## src/rtl/tcrs_pkg.sv

```systemverilog
// Shared types and constants of the two-class request scheduler.
// No dependencies; every rtl file refers to it by scoped names.
package tcrs_pkg;

  localparam int DEPTH   = 8;
  localparam int ID_BITS = 16;
  localparam int IDX_W   = (DEPTH > 1) ? $clog2(DEPTH) : 1;
  localparam int CNT_W   = $clog2(DEPTH + 1);

  typedef enum logic [1:0] {
    KIND_ADD_REG = 2'd0,
    KIND_ADD_PRI = 2'd1,
    KIND_SERVE   = 2'd2,
    KIND_DEMOTE  = 2'd3
  } kind_t;

  typedef enum logic [2:0] {
    STAT_OK        = 3'd0,
    STAT_REG_FULL  = 3'd1,
    STAT_PRI_FULL  = 3'd2,
    STAT_NO_SERVE  = 3'd3,
    STAT_NO_DEMOTE = 3'd4,
    STAT_DROPPED   = 3'd5
  } status_t;

  typedef struct packed {
    kind_t       kind;
    logic [15:0] req_id;
    logic        urgent;
  } in_t;

  typedef struct packed {
    status_t     status;
    logic [15:0] out_id;
    logic        from_priority;
    logic        out_urgent;
  } out_t;

  typedef enum logic {
    CTL_EMPTY = 1'b0,
    CTL_HOLD  = 1'b1
  } ctl_state_t;

  typedef struct packed {
    logic exec;
  } dp_cmd_t;

  typedef struct packed {
    logic reg_full;
    logic pri_full;
  } dp_stat_t;

endpackage

```

## src/rtl/tcrs_ctrl.sv

```systemverilog
// Handshake controller of the scheduler: tracks the result register.
// Depends on tcrs_pkg; drives the datapath through tcrs_pkg::dp_cmd_t.
module tcrs_ctrl (
  input  logic              clk,
  input  logic              rst_n,
  input  logic              in_valid,
  output logic              in_stall,
  output logic              out_valid,
  input  logic              out_stall,
  input  tcrs_pkg::dp_stat_t stat,
  output tcrs_pkg::dp_cmd_t  cmd
);

  tcrs_pkg::ctl_state_t state_r;
  tcrs_pkg::ctl_state_t state_nxt;
  logic                 exec;

  assign exec = in_valid && !in_stall;

  always_comb begin
    state_nxt = state_r;
    case (state_r)
      tcrs_pkg::CTL_EMPTY: begin
        if (exec) state_nxt = tcrs_pkg::CTL_HOLD;
      end
      tcrs_pkg::CTL_HOLD: begin
        if (!exec && !out_stall) state_nxt = tcrs_pkg::CTL_EMPTY;
      end
      default: state_nxt = tcrs_pkg::CTL_EMPTY;
    endcase
  end

  always_comb begin
    in_stall  = 1'b0;
    out_valid = 1'b0;
    case (state_r)
      tcrs_pkg::CTL_EMPTY: begin
        in_stall  = 1'b0;
        out_valid = 1'b0;
      end
      tcrs_pkg::CTL_HOLD: begin
        in_stall  = out_stall;
        out_valid = 1'b1;
      end
      default: begin
        in_stall  = 1'b1;
        out_valid = 1'b0;
      end
    endcase
    cmd.exec = in_valid && !in_stall;
  end

  always_ff @(posedge clk) begin
    if (!rst_n) begin
      state_r <= tcrs_pkg::CTL_EMPTY;
    end else begin
      state_r <= state_nxt;
    end
  end

  assert property (@(posedge clk) disable iff (!rst_n)
    (state_r == tcrs_pkg::CTL_HOLD && out_stall) |=> (state_r == tcrs_pkg::CTL_HOLD))
    else $error("held result lost under stall");
  assert property (@(posedge clk) disable iff (!rst_n)
    cmd.exec |=> (state_r == tcrs_pkg::CTL_HOLD))
    else $error("transfer in did not load result");
  assert property (@(posedge clk) disable iff (!rst_n)
    (stat.reg_full && stat.pri_full) |-> (stat.reg_full == stat.pri_full))
    else $error("status mismatch");

endmodule

```

## src/rtl/tcrs_dp.sv

```systemverilog
// Datapath of the scheduler: regular FIFO, ordered priority shift queue,
// result register. Depends on tcrs_pkg; controlled by tcrs_ctrl.
module tcrs_dp (
  input  logic               clk,
  input  logic               rst_n,
  input  tcrs_pkg::dp_cmd_t  cmd,
  input  tcrs_pkg::in_t      in_data,
  output tcrs_pkg::out_t     out_data,
  output tcrs_pkg::dp_stat_t stat
);

  localparam int IW = tcrs_pkg::ID_BITS;
  localparam int XW = tcrs_pkg::IDX_W;
  localparam int CW = tcrs_pkg::CNT_W;
  localparam int D  = tcrs_pkg::DEPTH;

  logic [IW-1:0] reg_mem_r [D];
  logic [XW-1:0] head_r, head_nxt;
  logic [CW-1:0] reg_count_r, reg_count_nxt;
  logic [CW-1:0] pri_count_r, pri_count_nxt;
  logic [CW-1:0] urg_count_r, urg_count_nxt;
  logic [IW-1:0] pq_id_r  [D];
  logic          pq_urg_r [D];
  logic [IW-1:0] pq_id_nxt  [D];
  logic          pq_urg_nxt [D];
  tcrs_pkg::out_t out_r, res;

  logic [IW-1:0] in_id;
  logic          reg_full, reg_empty, pri_full, pri_empty;
  logic [CW:0]   tail_sum;
  logic [XW-1:0] tail;
  logic [XW-1:0] head_inc;
  logic          push_en, pop_reg, pq_ins, pq_pop;
  logic [IW-1:0] push_id;
  logic [CW-1:0] ins_pos;

  assign in_id     = IW'(in_data.req_id);
  assign reg_full  = (reg_count_r == CW'(D));
  assign reg_empty = (reg_count_r == '0);
  assign pri_full  = (pri_count_r == CW'(D));
  assign pri_empty = (pri_count_r == '0);
  assign stat.reg_full = reg_full;
  assign stat.pri_full = pri_full;

  assign tail_sum = (CW+1)'(head_r) + (CW+1)'(reg_count_r);
  assign tail     = (tail_sum >= (CW+1)'(D)) ? XW'(tail_sum - (CW+1)'(D)) : XW'(tail_sum);
  assign head_inc = (head_r == XW'(D - 1)) ? '0 : head_r + 1'b1;
  assign ins_pos  = in_data.urgent ? urg_count_r : pri_count_r;

  always_comb begin
    push_en = 1'b0;
    pop_reg = 1'b0;
    pq_ins  = 1'b0;
    pq_pop  = 1'b0;
    push_id = in_id;
    res.status        = tcrs_pkg::STAT_OK;
    res.out_id        = '0;
    res.from_priority = 1'b0;
    res.out_urgent    = 1'b0;
    case (in_data.kind)
      tcrs_pkg::KIND_ADD_REG: begin
        if (reg_full) res.status = tcrs_pkg::STAT_REG_FULL;
        else push_en = 1'b1;
      end
      tcrs_pkg::KIND_ADD_PRI: begin
        if (pri_full) res.status = tcrs_pkg::STAT_PRI_FULL;
        else pq_ins = 1'b1;
      end
      tcrs_pkg::KIND_SERVE: begin
        if (!pri_empty) begin
          pq_pop            = 1'b1;
          res.out_id        = 16'(pq_id_r[0]);
          res.from_priority = 1'b1;
          res.out_urgent    = pq_urg_r[0];
        end else if (!reg_empty) begin
          pop_reg    = 1'b1;
          res.out_id = 16'(reg_mem_r[head_r]);
        end else begin
          res.status = tcrs_pkg::STAT_NO_SERVE;
        end
      end
      tcrs_pkg::KIND_DEMOTE: begin
        if (pri_empty) begin
          res.status = tcrs_pkg::STAT_NO_DEMOTE;
        end else begin
          pq_pop     = 1'b1;
          res.out_id = 16'(pq_id_r[0]);
          push_id    = pq_id_r[0];
          if (reg_full) res.status = tcrs_pkg::STAT_DROPPED;
          else push_en = 1'b1;
        end
      end
      default: res.status = tcrs_pkg::STAT_OK;
    endcase
  end

  for (genvar g = 0; g < D; g++) begin : g_slot
    always_comb begin
      pq_id_nxt[g]  = pq_id_r[g];
      pq_urg_nxt[g] = pq_urg_r[g];
      if (pq_ins) begin
        if (CW'(g) == ins_pos) begin
          pq_id_nxt[g]  = in_id;
          pq_urg_nxt[g] = in_data.urgent;
        end else if (CW'(g) > ins_pos) begin
          if (g > 0) begin
            pq_id_nxt[g]  = pq_id_r[(g > 0) ? g - 1 : 0];
            pq_urg_nxt[g] = pq_urg_r[(g > 0) ? g - 1 : 0];
          end
        end
      end else if (pq_pop) begin
        if (g < D - 1) begin
          pq_id_nxt[g]  = pq_id_r[(g < D - 1) ? g + 1 : g];
          pq_urg_nxt[g] = pq_urg_r[(g < D - 1) ? g + 1 : g];
        end
      end
    end
  end

  always_comb begin
    head_nxt      = pop_reg ? head_inc : head_r;
    reg_count_nxt = reg_count_r;
    if (push_en) reg_count_nxt = reg_count_r + 1'b1;
    else if (pop_reg) reg_count_nxt = reg_count_r - 1'b1;
    pri_count_nxt = pri_count_r;
    urg_count_nxt = urg_count_r;
    if (pq_ins) begin
      pri_count_nxt = pri_count_r + 1'b1;
      if (in_data.urgent) urg_count_nxt = urg_count_r + 1'b1;
    end else if (pq_pop) begin
      pri_count_nxt = pri_count_r - 1'b1;
      if (urg_count_r != '0) urg_count_nxt = urg_count_r - 1'b1;
    end
  end

  always_ff @(posedge clk) begin
    if (!rst_n) begin
      head_r      <= '0;
      reg_count_r <= '0;
      pri_count_r <= '0;
      urg_count_r <= '0;
    end else if (cmd.exec) begin
      head_r      <= head_nxt;
      reg_count_r <= reg_count_nxt;
      pri_count_r <= pri_count_nxt;
      urg_count_r <= urg_count_nxt;
    end
  end

  always_ff @(posedge clk) begin
    if (cmd.exec) begin
      out_r <= res;
      if (push_en) reg_mem_r[tail] <= push_id;
      for (int k = 0; k < D; k++) begin
        pq_id_r[k]  <= pq_id_nxt[k];
        pq_urg_r[k] <= pq_urg_nxt[k];
      end
    end
  end

  assign out_data = out_r;

  assert property (@(posedge clk) disable iff (!rst_n)
    (reg_count_r <= CW'(D)) && (pri_count_r <= CW'(D)))
    else $error("queue count beyond depth");
  assert property (@(posedge clk) disable iff (!rst_n)
    urg_count_r <= pri_count_r)
    else $error("urgent count exceeds priority count");
  assert property (@(posedge clk) disable iff (!rst_n)
    (cmd.exec && in_data.kind == tcrs_pkg::KIND_SERVE && !pri_empty)
      |=> out_r.from_priority)
    else $error("serve skipped nonempty priority queue");
  assert property (@(posedge clk) disable iff (!rst_n)
    (cmd.exec && push_en) |=> (reg_count_r != '0))
    else $error("push left FIFO empty");

endmodule

```

## src/rtl/two_class_request_scheduler_top.sv

```systemverilog
// Top level of the two-class request scheduler.
// Depends on tcrs_pkg, tcrs_ctrl and tcrs_dp.
//
//   channel  ports                          payload
//   in       in_valid, in_stall, in_data     tcrs_pkg::in_t  (kind, req_id, urgent)
//   out      out_valid, out_stall, out_data  tcrs_pkg::out_t (status, out_id, ...)
//
// One command per cycle: each transfer in executes in the cycle it is taken,
// priority inserts shift every slot behind the insert point in parallel.
// Its single result appears in the result register on the next cycle.
// A new command is taken while the result register is empty or being drained.
// Reset (rst_n low, synchronous) empties both queues; no clearing pass.
module two_class_request_scheduler_top (
  input  logic           clk,
  input  logic           rst_n,
  input  logic           in_valid,
  output logic           in_stall,
  input  tcrs_pkg::in_t  in_data,
  output logic           out_valid,
  input  logic           out_stall,
  output tcrs_pkg::out_t out_data
);

  tcrs_pkg::dp_cmd_t  cmd;
  tcrs_pkg::dp_stat_t stat;

  tcrs_ctrl u_ctrl (
    .clk       (clk),
    .rst_n     (rst_n),
    .in_valid  (in_valid),
    .in_stall  (in_stall),
    .out_valid (out_valid),
    .out_stall (out_stall),
    .stat      (stat),
    .cmd       (cmd)
  );

  tcrs_dp u_dp (
    .clk      (clk),
    .rst_n    (rst_n),
    .cmd      (cmd),
    .in_data  (in_data),
    .out_data (out_data),
    .stat     (stat)
  );

endmodule
```

## config.mk

```make
export PLATFORM = sky130hd
export DESIGN_NAME = two_class_request_scheduler_top
export DESIGN_NICKNAME = d
export VERILOG_FILES = /design/src/rtl/tcrs_pkg.sv /design/src/rtl/tcrs_ctrl.sv /design/src/rtl/tcrs_dp.sv /design/src/rtl/two_class_request_scheduler_top.sv
export SDC_FILE = /design/constraint.sdc
export NUM_CORES = 1
export LEC_CHECK = 0
export BUFFER_PORTS_ARGS = -buffer_cell sky130_fd_sc_hd__clkbuf_2
export CORE_MARGIN = 1
export CORE_UTILIZATION = 26
export CTS_CLUSTER_DIAMETER = 120
export DETAILED_ROUTE_END_ITERATION = 10
export PLACE_DENSITY_LB_ADDON = 0.05
export REMOVE_ABC_BUFFERS = 1
export SLEW_MARGIN = 20
export SYNTH_ARGS = -nofsm -noshare
export SYNTH_HDL_FRONTEND = slang
export SYNTH_HIERARCHICAL = 1
export SYNTH_SLANG_ARGS = --single-unit
export TNS_END_PERCENT = 10
```

## constraint.sdc

```tcl
create_clock -name clk -period 15.66 [get_ports clk]
set_clock_uncertainty 0.15 [all_clocks]
set_input_delay 1.566 -clock clk [delete_from_list [all_inputs] [get_ports clk]]
set_output_delay 1.566 -clock clk [all_outputs]
set_load 0.01 [all_outputs]
```

# == Word level (Yosys, flattened, before mapping) ==
# Memories as Yosys holds them, arrays and structs flattened. A register that Yosys moved wholly into a read port is not among the register bits.
# Cells that the tools add are included.
# Widths: inputs -> output; s select.
# word_totals
input_bits,23
out_inout_bits,23
reg_bits,37
memories,3
ramBits,264
mem_bits_ro,0
latch_bits,0
elab_cells,170
# classes
shift,0
div_mod_pow,0
add_sub_neg,9
bitwise_logic,2
n_mux,106
n_lt_le_gt_ge,8
eq_ne,14
n_reduce_logical,19
mul,0
# memory_table
memory,words,width,rd,rd_clocked_by_memory_dff,wr,line,source
u_dp.pq_id_r,8,16,8,0,8,tcrs_dp.sv:22,logic [IW-1:0] pq_id_r [D];
u_dp.reg_mem_r,8,16,1,1,1,tcrs_dp.sv:17,logic [IW-1:0] reg_mem_r [D];
u_dp.pq_urg_r,8,1,8,0,8,tcrs_dp.sv:23,logic pq_urg_r [D];
# ops
op,count
$mux 16,35
$mux 1,46
$mux 4,9
$pmux 16 s2,1
$mux 3,7
$eq 3x4->1 const A,4
$gt 3x4->1 const A,4
$add 4x1->4 const B,3
$logic_not 4->1,3
$pmux 3 s4,1
$sub 4x1->4 const B,3
$eq 2x4->1 const A,2
$eq 4x4->1 const B,2
$gt 2x4->1 const A,2
$pmux 1 s2,4
$mux 2,3
$reduce_and 2->1,3
$reduce_bool 2->1,3
$add 3x4->5,1
$ge 5x4->1 const B,1
$eq 1x4->1 const A,1
$eq 2x2->1 const B,2
$gt 1x4->1 const A,1
$reduce_and 4->1,1
11 further kinds,16

# == Logic depth before layout (Yosys ltp) ==
# Gate-level depths: netlist (run 1).
# logic_depth
ltp_word,8
mapped_depth,14
ltp_nobuf,11

# == By module ==
# Netlist (run 1), hierarchy kept.
# by_module_without_submodules
module,area_each_um2,cells_each,n_inst
tcrs_dp,14051.0,1011,1
tcrs_ctrl,42.5,4,1

# == Least setup slack after synthesis (run 1) ==
# OpenSTA, ideal clock, no wires.
# synth_path
kind,input-to-reg
start,input port out_stall
end,"memory u_dp/pq_id_r[1][48] (netlist bit), enable pin"
required_ns,15.025
slack_ns,8.980
path_stages,4
n_path_buf,0
arrival_ns,6.045
cell_sequence,and2_4 nor2b_1 inv_1 a2111oi_0
# synth_lines
item,line,source
start: declaration,two_class_request_scheduler_top.sv:20,"input logic out_stall,"
end: declaration,tcrs_dp.sv:22,

# == Final worst setup path (run 1) ==
# layout_path
start,input port in_data[18] (netlist bit)
end,register u_dp.pri_count_r[3]
# layout_between
elab_chain_cells,5
word_cells_on_any_way,9
classes_between,eq/ne (3); mux (3); reduce/logical (3)
# layout_lines
item,line,source
start: declaration,two_class_request_scheduler_top.sv:18,"input tcrs_pkg::in_t in_data,"
$eq 2x2->1,tcrs_dp.sv:60,case (in_data.kind)
$reduce_or 2->1 (no line),n/a,
$mux 1,n/a,
$reduce_bool 2->1 (no line),n/a,
$reduce_and 2->1 (no line),n/a,
end signal: assignment,tcrs_dp.sv:145,pri_count_r <= pri_count_nxt;
end: declaration,tcrs_dp.sv:20,"logic [CW-1:0] pri_count_r, pri_count_nxt;"
# Several ways; a longest one is shown, not always the timed one.
# A chain may end at the register's enable or synchronous reset.

==> summary.md, run 1 <==
| Metric | Value |
|---|---|
| Status | finished, final reports clean |
| Critical Path Start Type | input port |
| RSZ-0062 raised after global routing | false |
| Synth Warn # | 6 |
| Clk pin slew, worst setup/hold paths | approximately 0.05 ns |
| Total Wirelength | 34.7 mm |
| Combinational share of power | approximately 9.8% |
| CTS buffer count | 38 |
| Slew Limit Fails | 0 |
| Leakage Power | ~0.006 uW |
| PortBufs | 45 |
| Clk_lat worst skew | about 0.55 ns |
| Cell internal pwr | 1540 uW |
| Via count | approximately 8,100 |
| Crit path to | u_dp/pri_count_r[3]$_SDFFE_PN0P_ |
| Ant diodes | 0 |
| Final Net Count | around 1,100 |
| Kind of critical path | input port to register |
| Worst Path Max Fanout | approximately 230 |
| Worst-Margin Slew | ~1.0 ns |
| Endpoint class of the critical path | register |
| Core ar. | around 53,000 um2 |
| Die height | about 230 um |
| Reg2reg path depth | 9 |
| Post-CTS Setup Bufs | 0 |
| First-pass GRT wire length | roughly 55 mm |
| Sum Neg Setup Slack | 0 ns |
| Clk pwr share | 42.6% |
| GRT overflow | 0 |
| CTS resizes | 0 |
| R2R Setup Slk | 11.94 ns |
| Final Cycle Share | around 27% |
| 1st-iter DRT viols | just under 400 |
| Die area | between 50,000 and 60,000 um2 |
| Largest net degree at the start of global routing | between 200 and 250 |
| Final Wtd Congestion | between 0.6 and 0.7 |
| Sequential fraction of design power | a little under half |
| CTS Buffer Depth | 3 |
| Layout cell share with drive strength beyond 1 | between 20 and 25% |
| GRT Overall Usage | around 13% |
| Switching pwr | between 500 and 600 uW |
| Drt drc | 0 |
| Antenna viol nets, final | 0 |
| Critical path required time | 15.98 ns |
| Cts hold-fix bufs | 0 |
| Vias in the first global route | between 9,000 and 10,000 |
| Synth Instances | approximately 1,000 |
| Area Growth Syn to Fin | 15.4% |
| Worst Setup SP | in_data[18] |
| Die width | around 230 um |
| Hold path depth | 2 |
| Wire per inst | 19.7 um |
| Max Clock Freq | between 200 and 250 MHz |
| Net switching share of the total power | around 25% |
| 1st-pass router iterations | 4 |
| Hold slack final | between 0.3 and 0.4 ns |
| Worst slew margin | between 30 and 40% |
| Crit path DAT | roughly 4.6 ns |
| Tmin final | 4.29 ns |
| I/O Pins | 46 |
| CTS tree | yes |
| Max-Cap Viols | 0 |
| Power per Cell Area | ~130 nW/um2 |
| Hold Violations, Final | 0 |
| Avg Vias per Cell | 4.60 |
| Post-Syn Area | around 14,000 um2 |
| Mean post-synth cell area | about 14 um2 |
| Maximum vdd drop | 0.0000591 V |
| Detailed Place HPWL | around 22 mm |
| Reg2reg end | u_dp/pri_count_r[3]$_SDFFE_PN0P_ |
| # rows | 84 |
| Starting Density | between 20% and 30% |
| Fillcell total | about 5,300 |
| CTS Root Buffer Type | clkbuf_16 |
| H-tree levels | 2 |
| Hold Crit Class | register to register |
| Clock sinks | roughly 300 |
| Initial antenna violation count | 0 |
| Setup violators final | 0 |
| Reg2reg start | u_dp/pri_count_r[0]$_SDFFE_PN0P_ |
-- cell usage in the layout (no fill, tap or decap), types with 17 or more instances in the layout --
cell and instances:
o21ai_0 108, mux2i_1 123, dfxtp_1 18, buf_4 17, clkbuf_16 39, o21ai_1 17
clkbuf_2 45, nand2_1 190, edfxtp_1 285, mux2_2 34, mux4_2 32
-- sequential cells by signal, summed over array words and instances (netlist names), named ones only --
register / cells
u_dp/reg_mem_r: 128
u_dp/head_r: 3
u_dp/pri_count_r: 4
u_dp/reg_count_r: 4
u_ctrl/state_r: 1
u_dp/pq_id_r: 128
u_dp/urg_count_r: 4
u_dp/pq_urg_r: 8
u_dp/out_data: 21
-- power groups by stage --
stage | combinational, uW | sequential, uW | clock, uW
floorplan | 129 | 987 | 0
global placement | 206 | 993 | 0
detailed placement | 207 | 992 | 0
CTS | 207 | 975 | 909
global route | 230 | 979 | 935
finish | 202 | 974 | 873
-- worst min path at each step --
stage	start	endpoint	slack, ns
final	u_dp/pq_urg_r[1][3]$_DFFE_PP_	u_dp/pq_urg_r[1][2]$_DFFE_PP_	0.37
after global routing	u_dp/pq_urg_r[1][3]$_DFFE_PP_	u_dp/pq_urg_r[1][2]$_DFFE_PP_	0.39
after CTS	u_dp/pq_urg_r[1][3]$_DFFE_PP_	u_dp/pq_urg_r[1][2]$_DFFE_PP_	0.37
after detailed placement	u_dp/pq_urg_r[1][3]$_DFFE_PP_	u_dp/pq_urg_r[1][2]$_DFFE_PP_	0.36
after global placement	u_dp/pq_id_r[1][49]$_DFFE_PP_	u_dp/pq_id_r[1][33]$_DFFE_PP_	0.36
after floorplan	u_dp/urg_count_r[3]$_SDFFE_PN0P_	u_dp/urg_count_r[3]$_SDFFE_PN0P_	0.32
-- per-layer routing --
layer  wire, um  global-route usage [%]
met5          0                       0
met4        830                    4.19
met3       1020                    2.13
met2      16600                    21.4
met1      16300                    17.0
-- worst max-delay path: stages --
cell and delay (ns):
clkbuf_2 0.11, inv_1 0.08, ha_1 0.20, and2_4 0.46, clkinv_8 0.59, ha_1 0.58
a21o_1 0.17, a21oi_1 0.17, xnor2_1 0.09, or3_1 0.32, a21boi_1 0.14
-- final cells by class --
cell class	instances	area [um2]	area share, %
clock buffer	51	1020	6.29
clock inverter	16	196	1.21
inverter	13	61.3	0.377
multi-input combinational	624	4800	29.5
sequential	304	8940	55.0
tap	688	861	5.30
timing repair buffer	63	364	2.24
-- per-stage QoR --
| stage | area [um2] | std cells | power [uW] | util [%] | worst slack (ns) |
|---|---|---|---|---|---|
| 2_1_floorplan | 13700 | 941 | 1120 | - | 8.63 |
| 3_3_place_gp | 15000 | 1691 | 1200 | 28.2 | 10.79 |
| 3_5_place_dp | 15000 | 1691 | 1200 | 28.2 | 10.76 |
| 4_1_cts | 16200 | 1758 | 2090 | 30.5 | 11.34 |
| 5_1_grt | 16200 | 1759 | 2140 | 30.6 | 11.06 |
| 6_report | 16200 | 1759 | 2050 | 30.6 | 11.37 |
No activity file was read; power rests on OpenSTA's default activity.
==> run 2: changes to the inputs <==
--- a/config.mk
+++ b/config.mk
@@ -5,6 +5,7 @@
 export SDC_FILE = /design/constraint.sdc
 export NUM_CORES = 1
 export LEC_CHECK = 0
+export ABC_AREA = 1
 export BUFFER_PORTS_ARGS = -buffer_cell sky130_fd_sc_hd__clkbuf_2
 export CORE_MARGIN = 1
 export CORE_UTILIZATION = 26
==> constraint.sdc (replaced) <==
create_clock -name clk -period 3.9 [get_ports clk]
set_clock_uncertainty 0.15 [all_clocks]
set_input_delay 0.39 -clock clk [delete_from_list [all_inputs] [get_ports clk]]
set_output_delay 0.39 -clock clk [all_outputs]
set_load 0.01 [all_outputs]
==> summary.md, run 2 <==
| Metric | Value |
|---|---|
| Status | finished with violations (was finished, final reports clean) |
| Failing checks | DRC |
| Worst-path cell chain | nor2_1 > nand2_1 > buf_4 > nand2_1 > buf_4 > nand2_1 > nand2_1 > ha_1 > nand2_1 > nand2_1 > nor2_1 > nand3_1 > nand2_1 > nor2_1 > nor2_1 > nor2_1 (was clkbuf_2 > inv_1 > ha_1 > and2_4 > clkinv_8 > ha_1 > a21o_1 > a21oi_1 > xnor2_1 > or3_1 > a21boi_1) |
| Ant diodes | 0 (unchanged) |
| GRT Overall Usage | 15.3% (was 12.9%) |
| CTS resizes | 0 (unchanged) |
| 1st-pass router iterations | 10 (was 4) |
| Worst slew margin | 28.9% (was 32.8%) |
| CP bufs+invs | 2 (was 3) |
| CTS Buffer Depth | 3 (unchanged) |
| CTS tree | yes (unchanged) |
| Net switching share of the total power | 26.3% (was 24.6%) |
| Leakage Power | 0.00578 uW (was 0.00604 uW) |
| Post-Place Setup Slack | 0.944 ns (was 10.76 ns) |
| Worst Path Max Fanout | 33 (was 229) |
| Area Growth Syn to Fin | 15.8% (was 15.4%) |
| Power per Cell Area | 497 nW/um2 (was 126 nW/um2) |
| Total Wirelength | 40.9 mm (was 34.7 mm) |
| H-tree levels | 2 (unchanged) |
| Mean post-synth cell area | 10.2 um2 (was 13.9 um2) |
| GRT overflow | 0 (unchanged) |
| Clock sinks | 304 (unchanged) |
| Sequential fraction of design power | 48.4% (was 47.6%) |
| Critical Path Start Type | register (was input port) |
| Final Cycle Share | about three quarters |
| Maximum vdd drop | 0.000310 V (was 0.0000591 V) |
| PortBufs | 45 (unchanged) |
| Final Wtd Congestion | 0.741 (was 0.696) |
| Max Clock Freq | about 350 MHz |
| Number of cells in the finished layout apart from fillers | 2,128 (was 1,759) |
| Die height | 234 um (was 235 um) |
| Slowest cell on crit path | dfxtp_1 (was clkinv_8) |
| Most frequent cells in the layout | edfxtp_1, nor2_1, nand2_1 (was edfxtp_1, nand2_1, mux2i_1) |
| Drt drc | 2 (was 0) |
| Tmin final | 2.88 ns |
| Hold Crit Class | input port to register (was register to register) |
| Largest net degree at the start of global routing | 104 (was 230) |
| Setup slack after layout | 1.02 ns (was 11.37 ns) |
| Placed cells | 2,058 (was 1,691) |
| Endpoint class of the critical path | register (unchanged) |
| Core ar. | 52,900 um2 (was 53,100 um2) |
| Hold Violations, Final | 0 (unchanged) |
| Die area | 54,700 um2 (was 55,100 um2) |
| Clk pwr share | 41.3% (was 42.6%) |
| Cell internal pwr | 5930 uW (was 1540 uW) |
| # rows | 84 (unchanged) |
| CTS buffer count | 40 (was 38) |
| Antenna viol nets, final | 0 (unchanged) |
| RSZ-0062 raised after global routing | false (unchanged) |
| Clk_lat worst skew | 0.57 ns (was 0.55 ns) |
| Combinational share of power | 10.3% (was 9.8%) |
| Avg Vias per Cell | 4.60 (about the same) |
| First-pass GRT wire length | 62.9 mm (was 54.7 mm) |
| Vias in the first global route | 9,883 (was 9,021) |
| Setup violators final | 0 (unchanged) |
| Kind of critical path | register to register (was input port to register) |
| Final Net Count | 1,454 (was 1,084) |
| I/O Pins | 46 (unchanged) |
| CP delay by family, top | simple AND/OR/NAND/NOR gates (was buffers and inverters) |
| Die width | 234 um (was 235 um) |
| CTS Root Buffer Type | clkbuf_16 (unchanged) |
| Switching pwr | 2110 uW (was 504 uW) |
| Slew Limit Fails | 0 (unchanged) |
| Worst-Margin Slew | 1.07 ns (was 1.01 ns) |
| Most frequent CP cell | nand2_1 (was ha_1) |
| Initial antenna violation count | 0 (unchanged) |
| Detailed Place HPWL | 26.3 mm (was 22.2 mm) |
| Post-Syn Area | 14,000 um2 (was 14,100 um2) |
| Wire per inst | 19.2 um (was 19.7 um) |
| Leading cell type in the layout, fill and taps excluded | edfxtp_1 (unchanged) |
| Starting Density | 26.5% (about the same) |
| Synth Warn # | 6 (unchanged) |
| Crit path DAT | 3.18 ns (was 4.61 ns) |
| 1st-iter DRT viols | 750 (was 391) |
| Layout cell share with drive strength beyond 1 | 12.1% (was 20.3%) |
| Clk pin slew, worst setup/hold paths | 0.06 ns (was 0.05 ns) |
| Via count | 9,790 (was 8,090) |
| Max-Cap Viols | 0 (unchanged) |
| CP peak stage delay | 0.35 ns (was 0.59 ns) |
| Critical path required time | 4.20 ns (was 15.98 ns) |
| Synth Instances | 1,370 (was 1,013) |
==> run 2: final cells by class <==
cell class              count  area (um2)
clock buffers              55        1060
clock inverters            13        93.8
fillers                  5494       36700
inverters                  67         262
multi-input cells         926        4520
flip-flops and latches    304        8940
well taps                 688         861
repair buffers             75         468
==> run 2: worst paths after layout <==
path                                     from                          endpoint  slack [ns]  cells after the start
max reg2reg  u_dp/pri_count_r[1]$_SDFFE_PN0P_  u_dp/reg_count_r[3]$_SDFFE_PN0P_        1.02                     16
max          u_dp/pri_count_r[1]$_SDFFE_PN0P_  u_dp/reg_count_r[3]$_SDFFE_PN0P_        1.02                     16
min reg2reg  u_dp/reg_count_r[3]$_SDFFE_PN0P_  u_dp/reg_count_r[3]$_SDFFE_PN0P_        0.38                      2
min                                     rst_n  u_dp/pri_count_r[3]$_SDFFE_PN0P_        0.12                      3
==> run 2: through the flow <==
stage                     power, uW  instance area [um2]  util [%]  TNS, ns  hold WS [ns]
after floorplan                4460                13700         -  -499.18         0.320
after global placement         4810                15000      28.4        0         0.322
after detailed placement       4810                15000      28.4        0         0.338
after CTS                      8200                16200      30.6        0         0.104
after global routing           8430                16200      30.6        0         0.145
final                          8050                16200      30.6        0         0.122
==> run 2: worst min-delay path, cell delays in order <==
cell,delay [ns]
clkbuf_2,0.23
nand2_1,0.13
nor2_1,0.03
==> run 2: power by group through the flow <==
| stage | clock, uW | combinational (uW) | sequential (uW) |
|---|---|---|---|
| finish | 3320 | 829 | 3900 |
| global route | 3570 | 952 | 3910 |
| CTS | 3460 | 850 | 3900 |
| global placement | 0 | 847 | 3960 |
| detailed placement | 0 | 846 | 3960 |
| floorplan | 0 | 509 | 3950 |
==> run 2: per-layer routing <==
| layer | up-vias | share of wire [%] | global-route usage [%] |
|---|---|---|---|
| li1 | 4894 | - | - |
| met4 | 0 | 1.8 | 4.30 |
| met1 | 4699 | 51 | 22.3 |
| met3 | 45 | 3.3 | 2.15 |
| met2 | 152 | 44 | 23.6 |
| met5 | - | 0 | 0 |
==> run 2: timing repair <==
item                      4_1_cts  5_1_grt
hold buffers                    2        0
setup buffers                   0        0
hold endpoints to repair        1        0
==> run 3: changes to the inputs <==
==> constraint.sdc (replaced) <==
create_clock -name clk -period 2.4 [get_ports clk]
set_clock_uncertainty 0.15 [all_clocks]
set_input_delay 0.24 -clock clk [delete_from_list [all_inputs] [get_ports clk]]
set_output_delay 0.24 -clock clk [all_outputs]
set_load 0.01 [all_outputs]
==> summary.md, run 3 (synthesized netlist as in run 2, its figures left out) <==
| Metric | Value |
|---|---|
| Setup slack after layout | 0.143 ns (was 1.02 ns) |
| 1st-iter DRT viols | 632 (was 750) |
| Wire per inst | 18.7 um (was 19.2 um) |
| Max-Cap Viols | 0 (unchanged) |
| Setup violators final | 0 (unchanged) |
| Initial antenna violation count | 0 (unchanged) |
| Worst Path Max Fanout | 16 (was 33) |
| Power per Cell Area | 796 nW/um2 (was 497 nW/um2) |
| Leading cell type in the layout, fill and taps excluded | edfxtp_1 (unchanged) |
| Total Wirelength | 40.9 mm (about the same) |
| RSZ-0062 raised after global routing | true (was false) |
| Kind of critical path | register to register (unchanged) |
| Hold Violations, Final | 0 (unchanged) |
| Placed cells | 2,106 (was 2,058) |
| Max Clock Freq | 443 MHz (was 347 MHz) |
| Starting Density | 26.5% (unchanged) |
| Grt met3 use | 2.83% (was 2.15%) |
| Leakage Power | 0.00618 uW (was 0.00578 uW) |
| Area Growth Syn to Fin | 22.0% (was 15.8%) |
| Via count | 10,001 (was 9,790) |
| Vias in the first global route | 10,132 (was 9,883) |
| First-pass GRT wire length | 63.4 mm (was 62.9 mm) |
| Worst-Margin Slew | 0.918 ns (was 1.07 ns) |
| Hold Crit Class | input port to register (unchanged) |
| Final Net Count | 1,516 (was 1,454) |
| CTS tree | yes (unchanged) |
| Final Cycle Share | 94.1% (was 73.9%) |
| Clk_lat worst skew | 0.56 ns (was 0.57 ns) |
| Detailed Place HPWL | 27.4 mm (was 26.3 mm) |
| Slowest cell on crit path | dfxtp_1 (unchanged) |
| Number of cells in the finished layout apart from fillers | 2,195 (was 2,128) |
| Endpoint class of the critical path | register (unchanged) |
| Crit path DAT | 2.36 ns (was 3.18 ns) |
| Final Wtd Congestion | 0.731 (was 0.741) |
| Critical path required time | 2.50 ns (was 4.20 ns) |
| CTS buffer count | 39 (was 40) |
| Worst-path cell chain | inv_1 > fa_1 > or2_2 > nand2_1 > nand2_1 > nor2_2 > buf_12 (was nor2_1 > nand2_1 > buf_4 > nand2_1 > buf_4 > nand2_1 > nand2_1 > ha_1 > nand2_1 > nand2_1 > nor2_1 > nand3_1 > nand2_1 > nor2_1 > nor2_1 > nor2_1) |
| # rows | 84 (unchanged) |
| H-tree levels | 2 (unchanged) |
| Die area | 54,700 um2 (unchanged) |
| GRT overflow | 0 (unchanged) |
| Clock sinks | 304 (unchanged) |
| Final core occ | 32.3% (was 30.6%) |
| Grt met1 use | 21.7% (was 22.3%) |
| Status | finished with violations (unchanged) |
| Core ar. | 52,900 um2 (unchanged) |
| Layout cell share with drive strength beyond 1 | 15.1% (was 12.1%) |
| PortBufs | 45 (unchanged) |
| Hold slack final | 0.0373 ns (was 0.122 ns) |
| I/O Pins | 46 (unchanged) |
| Die width | 234 um (unchanged) |
| Worst slew margin | 38.8% (was 28.9%) |
| Met2 Usage GRT | 24.2% (was 23.6%) |
| Antenna viol nets, final | 0 (unchanged) |
| Drt drc | 2 (unchanged) |
| Most frequent CP cell | nand2_1 (unchanged) |
| CP bufs+invs | 2 (unchanged) |
| Clk pin slew, worst setup/hold paths | 0.06 ns (about the same) |
| Maximum vdd drop | 0.000436 V (was 0.000310 V) |
| Most frequent cells in the layout | edfxtp_1, nor2_1, nand2_1 (unchanged) |
| 1st-pass router iterations | 10 (unchanged) |
| Critical Path Start Type | register (unchanged) |
| CP peak stage delay | 0.44 ns (was 0.35 ns) |
| Die height | 234 um (unchanged) |
| Tmin final | 2.26 ns (was 2.88 ns) |
| Post-Place Setup Slack | 0.0946 ns (was 0.944 ns) |
| CTS Buffer Depth | 3 (unchanged) |
| GR peak layer | met2 (unchanged) |
| Avg Vias per Cell | 4.56 (was 4.60) |
| Largest net degree at the start of global routing | 73 (was 104) |
| CP delay by family, top | simple AND/OR/NAND/NOR gates (unchanged) |
| CTS Root Buffer Type | clkbuf_16 (unchanged) |
| GRT Overall Usage | 15.4% (was 15.3%) |
| Total power | 13,600 uW (was 8050 uW) |
| Slew Limit Fails | 0 (unchanged) |
| Failing checks | DRC (unchanged) |
## run 3: layout make-up
class	instances	area [um2]
timing repair buffer	138	1250
multi-input combinational	926	4530
clock inverter	17	170
fill	5425	35800
clock buffer	54	1050
tap	688	861
inverter	67	262
antenna	1	2.50
sequential	304	8940
## run 3: report_power, final
group          internal, uW  switching [uW]
Clock                  3400            2340
Sequential             6180             129
Combinational           515            1020
## run 3: path summary, 6_finish.rpt
check,startpoint,end,slack (ns),cells past startpoint
worst max-delay path,u_dp/reg_count_r[1]$_SDFFE_PN0P_,u_dp/reg_mem_r[2][9]$_DFFE_PP_,0.14,7
worst min-delay path,in_data[8],u_dp/pq_id_r[1][23]$_DFFE_PP_,0.04,3
worst max register to register,u_dp/reg_count_r[1]$_SDFFE_PN0P_,u_dp/reg_mem_r[2][9]$_DFFE_PP_,0.14,7
worst min register to register,u_dp/urg_count_r[3]$_SDFFE_PN0P_,u_dp/urg_count_r[3]$_SDFFE_PN0P_,0.38,2
## run 3: through the flow
step	TNS, ns	area [um2]
5_1_grt	-0.370	17100
4_1_cts	0	17100
3_3_place_gp	0	15700
6_report	0	17100
2_1_floorplan	-995.75	13700
3_5_place_dp	0	15700
## run 3: repair_timing
action / CTS / global route
hold endpoints to repair: 75 / 0
setup buffers: 0 / 0
gates resized for setup: 0 / 5
setup endpoints to repair: 0 / 73
hold buffers: 17 / 0
## run 3: worst register-to-register path: cells and delay by family, from the launching register on
kind / cells / cell delay [ns]
AND/OR/NAND/NOR: 4 / 0.69
flip-flops: 1 / 0.44
adder cells (fa/ha/maj): 1 / 0.40
buffers and inverters: 2 / 0.28
## run 3: per-layer routing
layer | vias to the layer above | share of wire [%]
li1 | 5013 | -
met2 | 155 | 44
met5 | - | 0
met3 | 51 | 3.7
met4 | 0 | 1.7
met1 | 4782 | 50
